===== config.mk =====
export PLATFORM = sky130hd
export DESIGN_NAME = gapped_byte_pair_finder
export DESIGN_NICKNAME = d
export VERILOG_FILES = /design/src/rtl/gbpf_pkg.sv /design/src/rtl/gapped_byte_pair_finder.sv /design/src/rtl/gbpf_ram.sv /design/src/rtl/gbpf_front.sv /design/src/rtl/gbpf_jobq.sv /design/src/rtl/gbpf_back.sv
export SDC_FILE = /design/constraint.sdc
export NUM_CORES = 1
export LEC_CHECK = 0
export ABC_AREA = 1
export BUFFER_PORTS_ARGS = -buffer_cell sky130_fd_sc_hd__buf_4
export CAP_MARGIN = 30
export CELL_PAD_IN_SITES_DETAIL_PLACEMENT = 2
export CELL_PAD_IN_SITES_GLOBAL_PLACEMENT = 2
export CORE_MARGIN = 3
export CORE_UTILIZATION = 35
export CTS_CLUSTER_DIAMETER = 40
export DETAILED_ROUTE_END_ITERATION = 7
export PLACE_DENSITY_LB_ADDON = 0.1
export SYNTH_ARGS = -nofsm -noshare
export SYNTH_HDL_FRONTEND = slang
export SYNTH_HIERARCHICAL = 1
export SYNTH_SLANG_ARGS = --single-unit

===== constraint.sdc =====
create_clock -name clk -period 3.95 [get_ports clk]
set_input_delay 0.395 -clock clk [delete_from_list [all_inputs] [get_ports clk]]
set_output_delay 0.395 -clock clk [all_outputs]
set_load 0.01 [all_outputs]

===== src/rtl/gbpf_pkg.sv =====
// gbpf_pkg: shared types and constants for the gapped byte pair finder
// used by every module under rtl except gbpf_ram; depends on nothing
package gbpf_pkg;

  localparam int DIST_W     = 6;
  localparam int BYTE_W     = 8;
  localparam int OFFS_W     = 32;
  localparam int CFG_IDX_W  = 2;
  localparam int CFG_DATA_W = 8;

  localparam int MAX_DISTANCE_DEF = 63;

  localparam logic [CFG_IDX_W-1:0] CFG_FIRST_BYTE  = 2'd0;
  localparam logic [CFG_IDX_W-1:0] CFG_SECOND_BYTE = 2'd1;
  localparam logic [CFG_IDX_W-1:0] CFG_DISTANCE    = 2'd2;

  typedef struct packed {
    logic [OFFS_W-1:0] offset;
    logic [BYTE_W-1:0] old_byte;
    logic [BYTE_W-1:0] new_byte;
    logic [DIST_W-1:0] start;
    logic [DIST_W-1:0] gap;
  } job_t;

  typedef struct packed {
    logic              we;
    logic [DIST_W-1:0] addr;
    logic [BYTE_W-1:0] data;
  } ring_wr_t;

  typedef struct packed {
    logic              busy;
    logic [DIST_W-1:0] addr;
  } ring_rd_t;

  typedef enum logic [1:0] {
    BK_IDLE,
    BK_HEAD,
    BK_BODY,
    BK_TAIL
  } bk_state_t;

endpackage


===== src/rtl/gapped_byte_pair_finder.sv =====
// gapped_byte_pair_finder: top level, ties front, match queue, back and the delay ring
// depends on gbpf_pkg, gbpf_ram, gbpf_front, gbpf_jobq and gbpf_back
//
//  channel  ports                                        handshake
//  input    in_data_byte                                 in_valid / in_stall
//  output   out_match_offset, out_window_byte,           out_valid / out_stall
//           out_last_of_run
//  config   cfg_index, cfg_wdata                         cfg_we, no wait
//
// one byte per cycle while no pair is found; the ring read port and compare set this
// a found pair stalls input while the back side walks
// the window through the same ring read port, one result per cycle when out_stall is low
// synchronous active-low reset clears control and config; the ring holds no reset
// output stalls only hold the back side; the front keeps pace until a pair is found
module gapped_byte_pair_finder #(
  parameter int MAX_DISTANCE = gbpf_pkg::MAX_DISTANCE_DEF
) (
  input  logic                              clk,
  input  logic                              rst_n,
  input  logic                              cfg_we,
  input  logic [gbpf_pkg::CFG_IDX_W-1:0]    cfg_index,
  input  logic [gbpf_pkg::CFG_DATA_W-1:0]   cfg_wdata,
  input  logic                              in_valid,
  output logic                              in_stall,
  input  logic [gbpf_pkg::BYTE_W-1:0]       in_data_byte,
  output logic                              out_valid,
  input  logic                              out_stall,
  output logic [gbpf_pkg::OFFS_W-1:0]       out_match_offset,
  output logic [gbpf_pkg::BYTE_W-1:0]       out_window_byte,
  output logic                              out_last_of_run
);
  import gbpf_pkg::*;

  localparam int AW = (MAX_DISTANCE > 1) ? $clog2(MAX_DISTANCE) : 1;

  ring_wr_t          ring_wr;
  ring_rd_t          back_rd;
  logic [DIST_W-1:0] front_raddr;
  logic [DIST_W-1:0] raddr;
  logic [BYTE_W-1:0] rdata;
  logic              push;
  job_t              push_job;
  logic              q_valid;
  job_t              q_job;
  logic              pop;
  logic              hold;

  assign hold  = q_valid || back_rd.busy;
  assign raddr = back_rd.busy ? back_rd.addr : front_raddr;

  gbpf_ram #(
    .WIDTH (BYTE_W),
    .DEPTH (MAX_DISTANCE),
    .AW    (AW)
  ) u_ring (
    .clk   (clk),
    .we    (ring_wr.we),
    .waddr (ring_wr.addr[AW-1:0]),
    .wdata (ring_wr.data),
    .raddr (raddr[AW-1:0]),
    .rdata (rdata)
  );

  gbpf_front #(
    .MAX_DISTANCE (MAX_DISTANCE)
  ) u_front (
    .clk          (clk),
    .rst_n        (rst_n),
    .cfg_we       (cfg_we),
    .cfg_index    (cfg_index),
    .cfg_wdata    (cfg_wdata),
    .in_valid     (in_valid),
    .in_stall     (in_stall),
    .in_data_byte (in_data_byte),
    .hold_i       (hold),
    .raddr_o      (front_raddr),
    .rdata_i      (rdata),
    .wr_o         (ring_wr),
    .push_o       (push),
    .job_o        (push_job)
  );

  gbpf_jobq u_jobq (
    .clk     (clk),
    .rst_n   (rst_n),
    .push_i  (push),
    .job_i   (push_job),
    .pop_i   (pop),
    .valid_o (q_valid),
    .job_o   (q_job)
  );

  gbpf_back u_back (
    .clk              (clk),
    .rst_n            (rst_n),
    .q_valid_i        (q_valid),
    .q_job_i          (q_job),
    .pop_o            (pop),
    .rd_o             (back_rd),
    .rdata_i          (rdata),
    .out_valid        (out_valid),
    .out_stall        (out_stall),
    .out_match_offset (out_match_offset),
    .out_window_byte  (out_window_byte),
    .out_last_of_run  (out_last_of_run)
  );

  // the ring must not change under a window walk
  a_no_write_busy: assert property (@(posedge clk) disable iff (!rst_n)
    back_rd.busy |-> !ring_wr.we)
    else $error("ring written while window is read");

  a_no_intake_busy: assert property (@(posedge clk) disable iff (!rst_n)
    back_rd.busy |-> in_stall)
    else $error("byte taken while window is read");

endmodule


===== src/rtl/gbpf_ram.sv =====
// gbpf_ram: generic single write port, single read port ram with registered read
// read returns the old contents on a same-address write; no package dependency
module gbpf_ram #(
  parameter int WIDTH = 8,
  parameter int DEPTH = 63,
  parameter int AW    = (DEPTH > 1) ? $clog2(DEPTH) : 1
) (
  input  logic             clk,
  input  logic             we,
  input  logic [AW-1:0]    waddr,
  input  logic [WIDTH-1:0] wdata,
  input  logic [AW-1:0]    raddr,
  output logic [WIDTH-1:0] rdata
);

  logic [WIDTH-1:0] mem_r [DEPTH];
  logic [WIDTH-1:0] rdata_r;

  always_ff @(posedge clk) begin
    if (we) begin
      mem_r[waddr] <= wdata;
    end
    rdata_r <= mem_r[raddr];
  end

  assign rdata = rdata_r;

endmodule


===== src/rtl/gbpf_front.sv =====
// gbpf_front: config registers, byte intake, ring write and pair classification
// depends on gbpf_pkg; reads the ring through the shared read port in the top level
module gbpf_front #(
  parameter int MAX_DISTANCE = gbpf_pkg::MAX_DISTANCE_DEF
) (
  input  logic                                clk,
  input  logic                                rst_n,
  input  logic                                cfg_we,
  input  logic [gbpf_pkg::CFG_IDX_W-1:0]      cfg_index,
  input  logic [gbpf_pkg::CFG_DATA_W-1:0]     cfg_wdata,
  input  logic                                in_valid,
  output logic                                in_stall,
  input  logic [gbpf_pkg::BYTE_W-1:0]         in_data_byte,
  input  logic                                hold_i,
  output logic [gbpf_pkg::DIST_W-1:0]         raddr_o,
  input  logic [gbpf_pkg::BYTE_W-1:0]         rdata_i,
  output gbpf_pkg::ring_wr_t                  wr_o,
  output logic                                push_o,
  output gbpf_pkg::job_t                      job_o
);
  import gbpf_pkg::*;

  localparam logic [DIST_W-1:0] MAX_D = DIST_W'(MAX_DISTANCE);

  logic [BYTE_W-1:0] first_r, second_r;
  logic [DIST_W-1:0] dist_r;
  logic [DIST_W-1:0] ptr_r, ptr_nxt;
  logic [DIST_W-1:0] fill_r, fill_nxt;
  logic [OFFS_W-1:0] count_r, count_nxt;
  logic              s1_valid_r, s1_valid_nxt;
  logic              s1_fill_r;
  logic [BYTE_W-1:0] s1_byte_r;
  logic [DIST_W-1:0] s1_ptr_r;
  logic [DIST_W-1:0] s1_next_r;
  logic [OFFS_W-1:0] s1_offset_r;
  logic              byp_r;
  logic [BYTE_W-1:0] byp_data_r;

  logic [DIST_W-1:0] eff_d;
  logic [DIST_W-1:0] ptr_use;
  logic [DIST_W-1:0] ptr_adv;
  logic              accept;
  logic              is_fill;
  logic [BYTE_W-1:0] old_byte;
  logic              s1_hit;

  always_comb begin
    if (dist_r == '0) begin
      eff_d = DIST_W'(1);
    end else if (dist_r > MAX_D) begin
      eff_d = MAX_D;
    end else begin
      eff_d = dist_r;
    end
  end

  assign ptr_use  = (ptr_r >= eff_d) ? '0 : ptr_r;
  assign ptr_adv  = (ptr_use + DIST_W'(1) >= eff_d) ? '0 : ptr_use + DIST_W'(1);
  assign is_fill  = (fill_r < eff_d);
  assign old_byte = byp_r ? byp_data_r : rdata_i;
  assign s1_hit   = s1_valid_r && !s1_fill_r && (old_byte == first_r)
                    && (s1_byte_r == second_r);
  assign in_stall = hold_i || s1_hit;
  assign accept   = in_valid && !in_stall;
  assign raddr_o  = ptr_use;

  always_comb begin
    ptr_nxt      = ptr_r;
    fill_nxt     = fill_r;
    count_nxt    = count_r;
    s1_valid_nxt = accept;
    if (cfg_we && cfg_index == CFG_DISTANCE) begin
      ptr_nxt  = '0;
      fill_nxt = '0;
    end else if (accept) begin
      ptr_nxt   = ptr_adv;
      count_nxt = count_r + OFFS_W'(1);
      if (is_fill) begin
        fill_nxt = fill_r + DIST_W'(1);
      end
    end
  end

  always_ff @(posedge clk) begin
    if (!rst_n) begin
      first_r    <= '0;
      second_r   <= '0;
      dist_r     <= DIST_W'(1);
      ptr_r      <= '0;
      fill_r     <= '0;
      count_r    <= '0;
      s1_valid_r <= 1'b0;
    end else begin
      if (cfg_we && cfg_index == CFG_FIRST_BYTE) begin
        first_r <= cfg_wdata;
      end
      if (cfg_we && cfg_index == CFG_SECOND_BYTE) begin
        second_r <= cfg_wdata;
      end
      if (cfg_we && cfg_index == CFG_DISTANCE) begin
        dist_r <= cfg_wdata[DIST_W-1:0];
      end
      ptr_r      <= ptr_nxt;
      fill_r     <= fill_nxt;
      count_r    <= count_nxt;
      s1_valid_r <= s1_valid_nxt;
    end
  end

  always_ff @(posedge clk) begin
    if (accept) begin
      s1_fill_r   <= is_fill;
      s1_byte_r   <= in_data_byte;
      s1_ptr_r    <= ptr_use;
      s1_next_r   <= ptr_adv;
      s1_offset_r <= count_r - OFFS_W'(eff_d);
      byp_r       <= s1_valid_r && (s1_ptr_r == ptr_use);
      byp_data_r  <= s1_byte_r;
    end
  end

  assign wr_o.we   = s1_valid_r;
  assign wr_o.addr = s1_ptr_r;
  assign wr_o.data = s1_byte_r;

  assign push_o          = s1_hit;
  assign job_o.offset    = s1_offset_r;
  assign job_o.old_byte  = old_byte;
  assign job_o.new_byte  = s1_byte_r;
  assign job_o.start     = s1_next_r;
  assign job_o.gap       = eff_d;

  // back side busy means the pending byte has already resolved
  a_hold_empty: assert property (@(posedge clk) disable iff (!rst_n)
    hold_i |-> !s1_valid_r)
    else $error("front stage occupied while back side busy");

  // fill phase never exceeds the distance
  a_fill_bound: assert property (@(posedge clk) disable iff (!rst_n)
    s1_valid_r && s1_fill_r |-> fill_r <= eff_d)
    else $error("fill count beyond distance");

endmodule


===== src/rtl/gbpf_jobq.sv =====
// gbpf_jobq: one-entry match queue between front and back
// depends on gbpf_pkg for the match descriptor type
module gbpf_jobq (
  input  logic           clk,
  input  logic           rst_n,
  input  logic           push_i,
  input  gbpf_pkg::job_t job_i,
  input  logic           pop_i,
  output logic           valid_o,
  output gbpf_pkg::job_t job_o
);
  import gbpf_pkg::*;

  logic valid_r, valid_nxt;
  job_t job_r;

  always_comb begin
    valid_nxt = valid_r;
    if (pop_i) begin
      valid_nxt = 1'b0;
    end
    if (push_i) begin
      valid_nxt = 1'b1;
    end
  end

  always_ff @(posedge clk) begin
    if (!rst_n) begin
      valid_r <= 1'b0;
    end else begin
      valid_r <= valid_nxt;
    end
  end

  always_ff @(posedge clk) begin
    if (push_i) begin
      job_r <= job_i;
    end
  end

  assign valid_o = valid_r;
  assign job_o   = job_r;

  a_no_overflow: assert property (@(posedge clk) disable iff (!rst_n)
    push_i |-> !valid_r || pop_i)
    else $error("match queue overflow");

  a_no_underflow: assert property (@(posedge clk) disable iff (!rst_n)
    pop_i |-> valid_r)
    else $error("match queue underflow");

endmodule


===== src/rtl/gbpf_back.sv =====
// gbpf_back: walks a matched window out of the ring, oldest byte first
// depends on gbpf_pkg; owns the ring read port while busy
module gbpf_back (
  input  logic                          clk,
  input  logic                          rst_n,
  input  logic                          q_valid_i,
  input  gbpf_pkg::job_t                q_job_i,
  output logic                          pop_o,
  output gbpf_pkg::ring_rd_t            rd_o,
  input  logic [gbpf_pkg::BYTE_W-1:0]   rdata_i,
  output logic                          out_valid,
  input  logic                          out_stall,
  output logic [gbpf_pkg::OFFS_W-1:0]   out_match_offset,
  output logic [gbpf_pkg::BYTE_W-1:0]   out_window_byte,
  output logic                          out_last_of_run
);
  import gbpf_pkg::*;

  bk_state_t         state_r, state_nxt;
  job_t              job_r;
  logic [DIST_W-1:0] addr_r, addr_nxt;
  logic [DIST_W-1:0] cnt_r, cnt_nxt;
  logic              ov_r, ov_nxt;
  logic [OFFS_W-1:0] ooffs_r;
  logic [BYTE_W-1:0] obyte_r, obyte_nxt;
  logic              olast_r, olast_nxt;
  logic              load;
  logic              out_free;
  logic [DIST_W-1:0] addr_inc;

  assign out_free = !ov_r || !out_stall;
  assign addr_inc = (addr_r + DIST_W'(1) >= job_r.gap) ? '0 : addr_r + DIST_W'(1);

  always_comb begin
    state_nxt = state_r;
    addr_nxt  = addr_r;
    cnt_nxt   = cnt_r;
    pop_o     = 1'b0;
    load      = 1'b0;
    obyte_nxt = obyte_r;
    olast_nxt = olast_r;
    case (state_r)
      BK_IDLE: begin
        if (q_valid_i) begin
          pop_o     = 1'b1;
          addr_nxt  = q_job_i.start;
          state_nxt = BK_HEAD;
        end
      end
      BK_HEAD: begin
        if (out_free) begin
          load      = 1'b1;
          obyte_nxt = job_r.old_byte;
          olast_nxt = 1'b0;
          cnt_nxt   = job_r.gap - DIST_W'(1);
          state_nxt = (job_r.gap == DIST_W'(1)) ? BK_TAIL : BK_BODY;
        end
      end
      BK_BODY: begin
        if (out_free) begin
          load      = 1'b1;
          obyte_nxt = rdata_i;
          olast_nxt = 1'b0;
          addr_nxt  = addr_inc;
          cnt_nxt   = cnt_r - DIST_W'(1);
          if (cnt_r == DIST_W'(1)) begin
            state_nxt = BK_TAIL;
          end
        end
      end
      BK_TAIL: begin
        if (out_free) begin
          load      = 1'b1;
          obyte_nxt = job_r.new_byte;
          olast_nxt = 1'b1;
          state_nxt = BK_IDLE;
        end
      end
      default: begin
        state_nxt = BK_IDLE;
      end
    endcase
    ov_nxt = load ? 1'b1 : (out_stall ? ov_r : 1'b0);
  end

  always_ff @(posedge clk) begin
    if (!rst_n) begin
      state_r <= BK_IDLE;
      ov_r    <= 1'b0;
    end else begin
      state_r <= state_nxt;
      ov_r    <= ov_nxt;
    end
  end

  always_ff @(posedge clk) begin
    addr_r <= addr_nxt;
    cnt_r  <= cnt_nxt;
    if (pop_o) begin
      job_r <= q_job_i;
    end
    if (load) begin
      ooffs_r <= job_r.offset;
      obyte_r <= obyte_nxt;
      olast_r <= olast_nxt;
    end
  end

  assign rd_o.busy = (state_r != BK_IDLE) || q_valid_i;
  assign rd_o.addr = addr_nxt;

  assign out_valid        = ov_r;
  assign out_match_offset = ooffs_r;
  assign out_window_byte  = obyte_r;
  assign out_last_of_run  = olast_r;

  a_body_count: assert property (@(posedge clk) disable iff (!rst_n)
    state_r == BK_BODY |-> cnt_r != '0)
    else $error("window walk with no bytes left");

  a_tail_ends: assert property (@(posedge clk) disable iff (!rst_n)
    state_r == BK_TAIL && out_free |=> out_valid && out_last_of_run)
    else $error("run did not end with a flagged result");

endmodule


## Yosys cells after proc, flatten, opt, wreduce, memory -nomap -nowiden

Memory sizes are Yosys's and may differ from the RTL's. A register that Yosys moved wholly into a read port is not among the register bits.
Index checks and enable logic that the tools add are counted.

- Register bits: 300
- Input bits: 23
- Logic and storage cells: 133
- Output and inout port bits: 43
- RAM bits: 504
- Memories kept: 1

Memory list:

| memory | words | bits a word | rd ports | clocked after Yosys merged registers in | wr ports | RTL line | source |
|---|---|---|---|---|---|---|---|
| u_ring.mem_r | 63 | 8 | 1 | 1 | 1 | gbpf_ram.sv:16 | `logic [WIDTH-1:0] mem_r [DEPTH];` |

- Add/subtract/negate cells: 7
- Reduce and logical (&&, ||, !) cells: 33
- Magnitude comparators: 5
- Bitwise gates (word level): 2
- Muxes and demuxes: 37
- Eq/ne operators: 17

Operators by type and width:

| operator | count |
|---|---|
| two-way mux 6 bit | 10 |
| adder 32 x 1 -> 32 bit (second input constant) | 1 |
| two-way mux 8 bit | 4 |
| subtractor 32 x 6 -> 32 bit | 1 |
| one-hot mux 6 bit (2 select lines) | 2 |
| one-hot mux 8 bit (3 select lines) | 1 |
| adder 6 x 1 -> 6 bit (second input constant) | 3 |
| greater-or-equal comparator 6 bit | 3 |
| == test 8 bit | 2 |
| two-way mux 1 bit | 13 |
| == test 6 x 1 -> 1 bit (second input constant) | 2 |
| inequality test 2 x 1 -> 1 bit (second input constant) | 6 |
| subtractor 6 x 1 -> 6 bit (second input constant) | 2 |
| two-way mux 2 bit | 5 |
| AND reduction 5 bit | 2 |
| logical AND 1 bit | 8 |
| one-hot mux 2 bit (4 select lines) | 1 |
| nonzero test 2 bit | 4 |
| == test 2 bit (second input constant) | 3 |
| == test 6 bit | 1 |
| > comparator 6 bit (second input constant) | 1 |
| logical NOT 6 bit | 1 |
| less-than comparator 6 bit | 1 |
| == test 2 x 1 -> 1 bit (second input constant) | 2 |
| 12 further kinds | 22 |

## Longest topological paths before layout

Gate-level depths: netlist of run 1.

- Depth after elaboration: 8
- Mapped depth: 24
- Depth with buffers taken out: 22

## Hierarchy

Netlist of run 1, hierarchy kept.

By module, submodules not included:

| module | area each (µm²) | seq. area each (µm²) | cells an instance | instances |
|---|---|---|---|---|
| gbpf_ram | 20823.7 | 15294.7 | 1780 | 1 |
| gbpf_front | 7392.1 | 3203.1 | 920 | 1 |
| gbpf_back | 4216.5 | 3213.1 | 285 | 1 |
| gbpf_jobq | 1845.5 | 1821.7 | 66 | 1 |
| gapped_byte_pair_finder | 77.6 | 0.0 | 20 | 1 |

## Worst setup path before layout of run 1

Ideal clock, no wire load.

- Path type: flip-flop to flip-flop
- Start: register u_front.dist_r[4]
- End: register u_front.s1_next_r[5] (data pin)
- Data required time: 3.698 ns
- Path slack: 0.440 ns
- Stages on the path, launching flop included: 19
- Library setup time: 0.252 ns
- Buffers on the path: 0
- Period minus slack after synthesis: 3.510 ns
- Arrival: 3.257 ns
- Path through: dfxtp_1 > inv_1 > nand4_1 > nand2_1 > ha_1 > o21ai_0 > nand2_1 > nand2_1 > nand2_2 > nor2_1 > ha_1 > nand3_1 > or2_1 > nand2_1 > ha_1 > nand2_1 > o311ai_0 > nand3b_1 > inv_1

RTL lines:

| item | RTL line | source |
|---|---|---|
| start, declared | gbpf_front.sv:26 | `logic [DIST_W-1:0] dist_r;` |
| start signal, assigned | gbpf_front.sv:101 | `dist_r <= cfg_wdata[DIST_W-1:0];` |
| end signal, assigned | gbpf_front.sv:115 | `s1_next_r <= ptr_adv;` |
| end, declared | gbpf_front.sv:34 | `logic [DIST_W-1:0] s1_next_r;` |

==> metrics.md, run 1 <==
| Metric | Value |
|---|---|
| Status | `completed` |
| Clock Skew | `26.6 ps` |
| Final Util | `0.434` |
| Clock Latency Late Sink | `730 ps` |
| Crit path required time | `4610 ps` |
| Vias in the first global route | `27,000` |
| Die X | `319 um` |
| Storage cell area | `23,500 sq um` |
| Sequential area share after synthesis | `0.685` |
| Nets | `3,330` |
| F_max | `268 MHz` |
| Syn Nets | `3,136` |
| Fill cells | `9,882` |
| Placer Congestion | `0.816` |
| Final ANT Viol Nets | `0` |
| Pleak | `15.7 nW` |
| Port bufs | `65` |
| Layout cells sized above 1 | `0.150` |
| Largest net degree at the start of global routing | `82` |
| Final Hold Fails | `0` |
| Crit-path most repeated cell | `nand2_1` |
| Row count | `114` |
| Area Overhead vs Synth | `22.5%` |
| Arrival time worst endpoint | `4390 ps` |
| Kind of critical path | `reg -> reg` |
| Root Buffer | `clkbuf_16` |
| Syn Inst Count | `3,071` |
| TritonCTS Buffers | `139` |
| Clock Path Buffers | `3` |
| Tmin final | `3740 ps` |
| Vias | `24,400` |
| Max cap viols | `0` |
| YS warnings | `6` |
| Synth cell types | `53` |
| Clk pin slew, worst setup/hold paths | `50 ps` |
| Crit-path max FO | `51` |
| Peak supply drop | `404 uV` |
| Setup slack after layout | `214 ps` |
| CP Capture Type | `register` |
| Syn_area_per_cell | `11.2 sq um` |
| Slew headroom | `0.335` |
| Slowest stage cell on the critical path | `dfxtp_1` |
| Die area | `102,000 sq um` |
| Worst Setup Start Kind | `register` |
| First-pass GRT wire length | `172 mm` |
| First drt pass iteration count | `5` |
| Area of the multi-input gates | `9400 sq um` |
| IO Pins | `66` |
| Hold WC Path Type | `in -> reg` |
| Period utilization | `0.946` |
| Total Routed Length | `116 mm` |
| Post-Synth Adder-Cell Area | `0.0155` |
| Iter 0 DRT Violations | `1,556` |
| Mux cell area share after synthesis | `0.000291` |
| EDFF count, synth | `727` |
| Post-synthesis compound-gate area fraction | `0.0217` |
| Clock sinks | `812` |
| # diodes | `0` |
| Worst-margin pin slew | `994 ps` |
| Simple-Gate Fraction of Synth Area | `0.214` |
| Main combinational cell family by area after synthesis | `simple AND/OR/NAND/NOR gates` |
| Via density | `5.24` |
| Final setup fails | `0` |
| Top_reg_cell synth | `edfxtp_1` |
| CTS tree | `yes` |
| Antenna violations before repair | `1` |
| Pre-CTS setup slack | `23.9 ps` |
| GRT Util Overall | `0.224` |
| CP cell instances | `nand4_1, o21ai_0, nand2_1, ha_1, nand2_1, nor2_1, nand2_1, nand4_1, nand3_1, nand2_1, nand2_8, clkinv_16, buf_16, nand2_1, nand3_1, nand3_1, nand3_1, nand2_1, nand2_1, nand3_1, nand2_1` |
| # H-tree levels | `4` |
| Total core area | `97,000 sq um` |
| Wire length per cell | `24.9 um` |
| Max-slew violation count | `0` |
| PwrDens | `629 nW/um^2` |
| FF+latch count, synth | `812` |
| Grt total ovfl | `0` |
| Crit path largest cell delay | `390 ps` |
| DPL Wire Length | `71.2 mm` |
| Die height | `319 um` |
| Starting density of the core | `0.354` |
| Cell area after synthesis | `34,400 sq um` |
| XOR/XNOR Fraction of Synth Area | `0.0191` |
| DRC viols | `0` |
| Async S/R FF share, synth | `0` |
## sequential cells by signal, summed over array words and instances (netlist names), 2 cells and up
| name | cells |
|---|---|
| u_front/second_r | 8 |
| u_front/s1_ptr_r | 6 |
| u_front/first_r | 8 |
| u_back/job_r | 54 |
| u_jobq/job_o | 60 |
| u_front/s1_byte_r | 8 |
| u_ring/rdata | 8 |
| u_back/addr_r | 6 |
| u_front/byp_data_r | 8 |
| u_front/s1_next_r | 6 |
| u_front/s1_offset_r | 32 |
| u_back/out_match_offset | 32 |
| u_ring/mem_r | 504 |
| u_front/fill_r | 6 |
| u_back/state_r | 2 |
| u_back/cnt_r | 6 |
| u_front/dist_r | 6 |
| u_front/ptr_r | 6 |
| u_back/out_window_byte | 8 |
| u_front/count_r | 32 |
## logic make-up (layout without fill, tap and decap cells)
| group | count (synthesis) | count (layout) |
|---|---|---|
| AND/OR/NAND/NOR | 1699 | 1699 |
| flip-flops | 812 | 812 |
| buffers and inverters | 313 | 625 |
| AO/OA/AOI/OAI | 129 | 129 |
| XOR/XNOR | 75 | 75 |
| adder cells (fa/ha/maj) | 42 | 42 |
| multiplexers | 1 | 1 |
## Yosys cell counts, types with 11 or more instances
library cell	number	area, sq um
nand2_1	891	3340
edfxtp_1	727	21800
nand3_1	476	2380
nor2_1	201	754
inv_1	143	537
dfxtp_1	85	1700
a21oi_1	64	320
nand4_1	56	350
xor2_1	56	490
buf_2	55	275
buf_4	42	315
ha_1	41	513
clkbuf_1	35	131
o21ai_0	34	170
nor3_1	23	115
xnor2_1	19	166
nand2_2	17	106
buf_1	16	60.1
a22oi_1	13	97.6
nor4_1	11	68.8
## where the power goes
part / internal, mW / leakage [nW] / switching (mW)
registers: 10.0 / 7.25 / 0.337
clock network: 8.10 / 2.34 / 4.51
logic: 0.960 / 6.06 / 2.51
total: 19.1 / 15.7 / 7.35
## layout make-up
| cell class | count | share of cell area |
|---|---|---|
| clock buffer | 157 | 0.0855 |
| clock inverter | 102 | 0.0311 |
| inverter | 150 | 0.0144 |
| multi-input combinational | 1946 | 0.224 |
| sequential | 812 | 0.559 |
| tap | 1276 | 0.0379 |
| timing repair buffer | 216 | 0.0482 |
## path summary, 6_finish.rpt
path	slack, ps	end	startpoint	depth (start not counted)
worst max-delay path	210	u_ring/rdata[1]$_DFF_P_	u_back/addr_r[1]$_DFF_P_	21
worst min-delay path	70	u_front/dist_r[1]$_SDFFE_PN0P_	cfg_wdata[1]	3
worst max register to register	210	u_ring/rdata[1]$_DFF_P_	u_back/addr_r[1]$_DFF_P_	21
worst min register to register	420	u_back/job_r[41]$_DFFE_PP_	u_jobq/job_o[41]$_DFFE_PP_	0
## critical path, delay by kind of cell (launching register included)
kind | cells | cell delay (ps)
AO/OA/AOI/OAI | 1 | 200
flip-flops | 1 | 390
buffers and inverters | 2 | 400
AND/OR/NAND/NOR | 17 | 2240
adder cells (fa/ha/maj) | 1 | 340
## routing by layer
metal / routed length, um / track usage
met5: 0 / 0
met1: 52100 / 0.299
met3: 4780 / 0.0368
met4: 2500 / 0.0640
met2: 56600 / 0.378
## placed cells by master (no fill, tap or decap), drive strengths merged, types with 2 or more instances in the layout
cell	Yosys	layout
o21ai	35	35
dfxtp	85	85
buf	125	196
nand4	60	60
o211ai	2	2
nand2	908	908
ha	41	41
o21bai	3	3
nor3b	2	2
inv	149	166
xnor2	19	19
nand3	478	478
xor2	56	56
a22oi	13	13
clkbuf	38	162
clkinvlp	0	19
nor4	11	11
and3	2	2
clkinv	1	45
dlygate4sd3	0	15
a21oi	69	69
nor3	24	24
o21a	2	2
edfxtp	727	727
bufinv	0	22
nor2	209	209
or2	4	4
## per-stage QoR
stage                     total power [mW]  hold slack, ps  std cells  cell area, sq um  TNS (ps)
final                                 26.5            71.9       4659             42100         0
after global routing                  27.5            61.9       4659             42100     -30.2
after CTS                             26.7            8.92       4646             41700         0
after detailed placement              13.9             405       4372             36700         0
after global placement                13.8             402       4371             36600         0
after floorplan                       12.4             400       3071             34400         0
## timing repair
action                                 4_1_cts  5_1_grt
endpoints found under the hold margin       20        0
pin swaps                                    0        3
hold buffers                                15        0
gates resized for setup                      1       34
setup endpoints to repair                    1       17
setup buffers                                0        8
cloned                                       0        5
Power figures use the tool's default switching activity.
==> run 2: changes to the inputs <==
--- a/config.mk
+++ b/config.mk
@@ -14,7 +14,9 @@
 export CORE_UTILIZATION = 35
 export CTS_CLUSTER_DIAMETER = 40
 export DETAILED_ROUTE_END_ITERATION = 7
+export HOLD_SLACK_MARGIN = 0.02
 export PLACE_DENSITY_LB_ADDON = 0.1
+export RECOVER_POWER = 25
 export SYNTH_ARGS = -nofsm -noshare
 export SYNTH_HDL_FRONTEND = slang
 export SYNTH_HIERARCHICAL = 1
==> run 2 against run 1 <==
Compared with the run above:
- the run now ends with capacitance limit, slew limit left
- setup slack got worse by 3.9 ps
- register-to-register slack barely moved
- hold slack improved by 31 ps
- combinational power barely moved
==> metrics.md, run 2 (synthesized netlist as in run 1, its figures left out) <==
| Metric | Value |
|---|---|
| Clock Latency Late Sink | `730 ps (about the same)` |
| Clock Skew | `26.7 ps (was 26.6 ps)` |
| Pre-CTS setup slack | `23.9 ps (unchanged)` |
| Worst-margin pin slew | `2240 ps (was 994 ps)` |
| Iter 0 DRT Violations | `1,560 (was 1,556)` |
| Grt total ovfl | `0 (unchanged)` |
| Crit-path max FO | `51 (unchanged)` |
| Antenna violations before repair | `1 (unchanged)` |
| Peak supply drop | `404 uV (about the same)` |
| TritonCTS Buffers | `139 (unchanged)` |
| Crit path required time | `4610 ps (about the same)` |
| Max-slew violation count | `402 (was 0)` |
| CP Capture Type | `register (unchanged)` |
| Placer Congestion | `0.816 (unchanged)` |
| Clock Path Buffers | `3 (unchanged)` |
| Root Buffer | `clkbuf_16 (unchanged)` |
| Met2 Use GR | `0.378 (about the same)` |
| Crit-path most repeated cell | `nand2_1 (unchanged)` |
| Nets | `3,331 (was 3,330)` |
| First drt pass iteration count | `5 (unchanged)` |
| Kind of critical path | `reg -> reg (unchanged)` |
| IO Pins | `66 (unchanged)` |
| Wire length per cell | `24.9 um (about the same)` |
| Vias in the first global route | `27,000 (about the same)` |
| Commonest cells after routing, fill and taps aside | `892 x nand2_1, 727 x edfxtp_1, 474 x nand3_1, 195 x nor2_1, 156 x buf_4 (was 887 x nand2_1, 727 x edfxtp_1, 473 x nand3_1, 195 x nor2_1, 176 x buf_4)` |
| Gr busiest metal | `met2 (unchanged)` |
| Worst Setup Start Kind | `register (unchanged)` |
| Slew headroom | `-0.497 (was 0.335)` |
| CP cell instances | `nand4_1, o21ai_0, nand2_1, ha_1, nand2_1, nor2_1, nand2_1, nand4_1, nand3_1, nand2_1, nand2_8, clkinv_16, buf_16, nand2_1, nand3_1, nand3_1, nand3_1, nand2_1, nand2_1, nand3_1, nand2_1 (unchanged)` |
| Total Routed Length | `116 mm (about the same)` |
| WP buf/inv | `2 (unchanged)` |
| Largest net degree at the start of global routing | `82 (unchanged)` |
| F_max | `267 MHz (was 268 MHz)` |
| Max FFs per register | `504 (unchanged)` |
| Crit path largest cell delay | `390 ps (about the same)` |
| Via density | `5.23 (was 5.24)` |
| PwrDens | `630 nW/um^2 (was 629 nW/um^2)` |
| Met1 global-route usage | `0.300 (was 0.299)` |
| Total core area | `97,000 sq um (unchanged)` |
| Die X | `319 um (unchanged)` |
| Area Overhead vs Synth | `22.3% (was 22.5%)` |
| Final ANT Viol Nets | `0 (unchanged)` |
| Tmin final | `3740 ps (about the same)` |
| Die height | `319 um (unchanged)` |
| Port bufs | `65 (unchanged)` |
| Clock sinks | `812 (unchanged)` |
| DPL Wire Length | `71.2 mm (unchanged)` |
| Top delay family on crit path | `simple AND/OR/NAND/NOR gates (unchanged)` |
| Register with the most flip-flops | `u_ring/mem_r (unchanged)` |
| Status | `finished, violations left (was completed)` |
| Final Hold Fails | `0 (unchanged)` |
| Hold WC Path Type | `in -> reg (unchanged)` |
| Global routing usage on met3 | `0.0367 (was 0.0368)` |
| Setup_tns | `0 ps (unchanged)` |
| Violated checks | `capacitance limit, slew limit` |
| Pleak | `15.6 nW (was 15.7 nW)` |
| Row count | `114 (unchanged)` |
| Final setup fails | `0 (unchanged)` |
| # H-tree levels | `4 (unchanged)` |
| CTS tree | `yes (unchanged)` |
| DRC viols | `0 (unchanged)` |
| GRT Util Overall | `0.224 (about the same)` |
| Setup slack after layout | `211 ps (was 214 ps)` |
| Die area | `102,000 sq um (unchanged)` |
| Arrival time worst endpoint | `4400 ps (was 4390 ps)` |
| Period utilization | `0.947 (was 0.946)` |
| Commonest non-fill, non-tap cell in the layout | `nand2_1 (unchanged)` |
| # diodes | `0 (unchanged)` |
| Layout cells sized above 1 | `0.145 (was 0.150)` |
| Slowest stage cell on the critical path | `dfxtp_1 (unchanged)` |
| Vias | `24,400 (about the same)` |
| Hold slack final | `102 ps (was 71.9 ps)` |
| Max cap viols | `7 (was 0)` |
| Starting density of the core | `0.354 (unchanged)` |
| Clk pin slew, worst setup/hold paths | `50 ps (about the same)` |
| First-pass GRT wire length | `173 mm (was 172 mm)` |
==> run 2: changes by cell type in the layout (fill, tap and decap cells not counted), sizes merged <==
cell,previous run,this run
buf,196,176
clkbuf,162,182
dlygate4sd3,15,16
==> run 2: what timing repair did <==
item	CTS	global route
hold buffers	16	0
pin swaps	0	3
buffers inserted	0	8
endpoints found under the hold margin	23	0
cloned	0	5
endpoints found under the setup margin	1	17
resized for setup	1	34
==> run 2: worst paths after layout <==
check | start | endpoint | cells after the start | slack (ps)
hold / removal | rst_n | u_front/dist_r[0]$_SDFFE_PN1P_ | 2 | 100
setup reg to reg | u_back/addr_r[1]$_DFF_P_ | u_ring/rdata[1]$_DFF_P_ | 21 | 210
setup / recovery | u_back/addr_r[1]$_DFF_P_ | u_ring/rdata[1]$_DFF_P_ | 21 | 210
hold reg to reg | u_front/s1_next_r[4]$_DFFE_PP_ | u_jobq/job_o[10]$_DFFE_PP_ | 0 | 420
==> run 2: per-stage QoR <==
stage / instance area (sq um) / std cells / util / total power, mW
6_report: 42000 / 4660 / 0.433 / 26.5
5_1_grt: 42000 / 4660 / 0.433 / 27.5
4_1_cts: 41700 / 4647 / 0.430 / 26.7
3_5_place_dp: 36700 / 4372 / 0.378 / 13.9
3_3_place_gp: 36600 / 4371 / 0.378 / 13.8
2_1_floorplan: 34400 / 3071 / - / 12.4
==> run 2: layer usage <==
metal	wire length, um	share of wire	vias to the layer above
li1	-	-	11100
met1	52400	0.45	12700
met2	56600	0.49	438
met3	4550	0.039	164
met4	2450	0.021	0
met5	0	0	-
==> run 2: area by class of cell <==
type,instances,area [sq um]
Timing Repair Buffer,217,1990
Inverter,150,604
Fill cell,9884,55000
Multi-Input combinational cell,1946,9380
Clock inverter,102,1310
Clock buffer,157,3600
Tap cell,1276,1600
Sequential cell,812,23500
==> run 2: power breakdown <==
part	switching (mW)	internal, mW	total [mW]
Clock	4.50	8.10	12.6
Combinational	2.50	0.947	3.45
Sequential	0.337	10.1	10.4
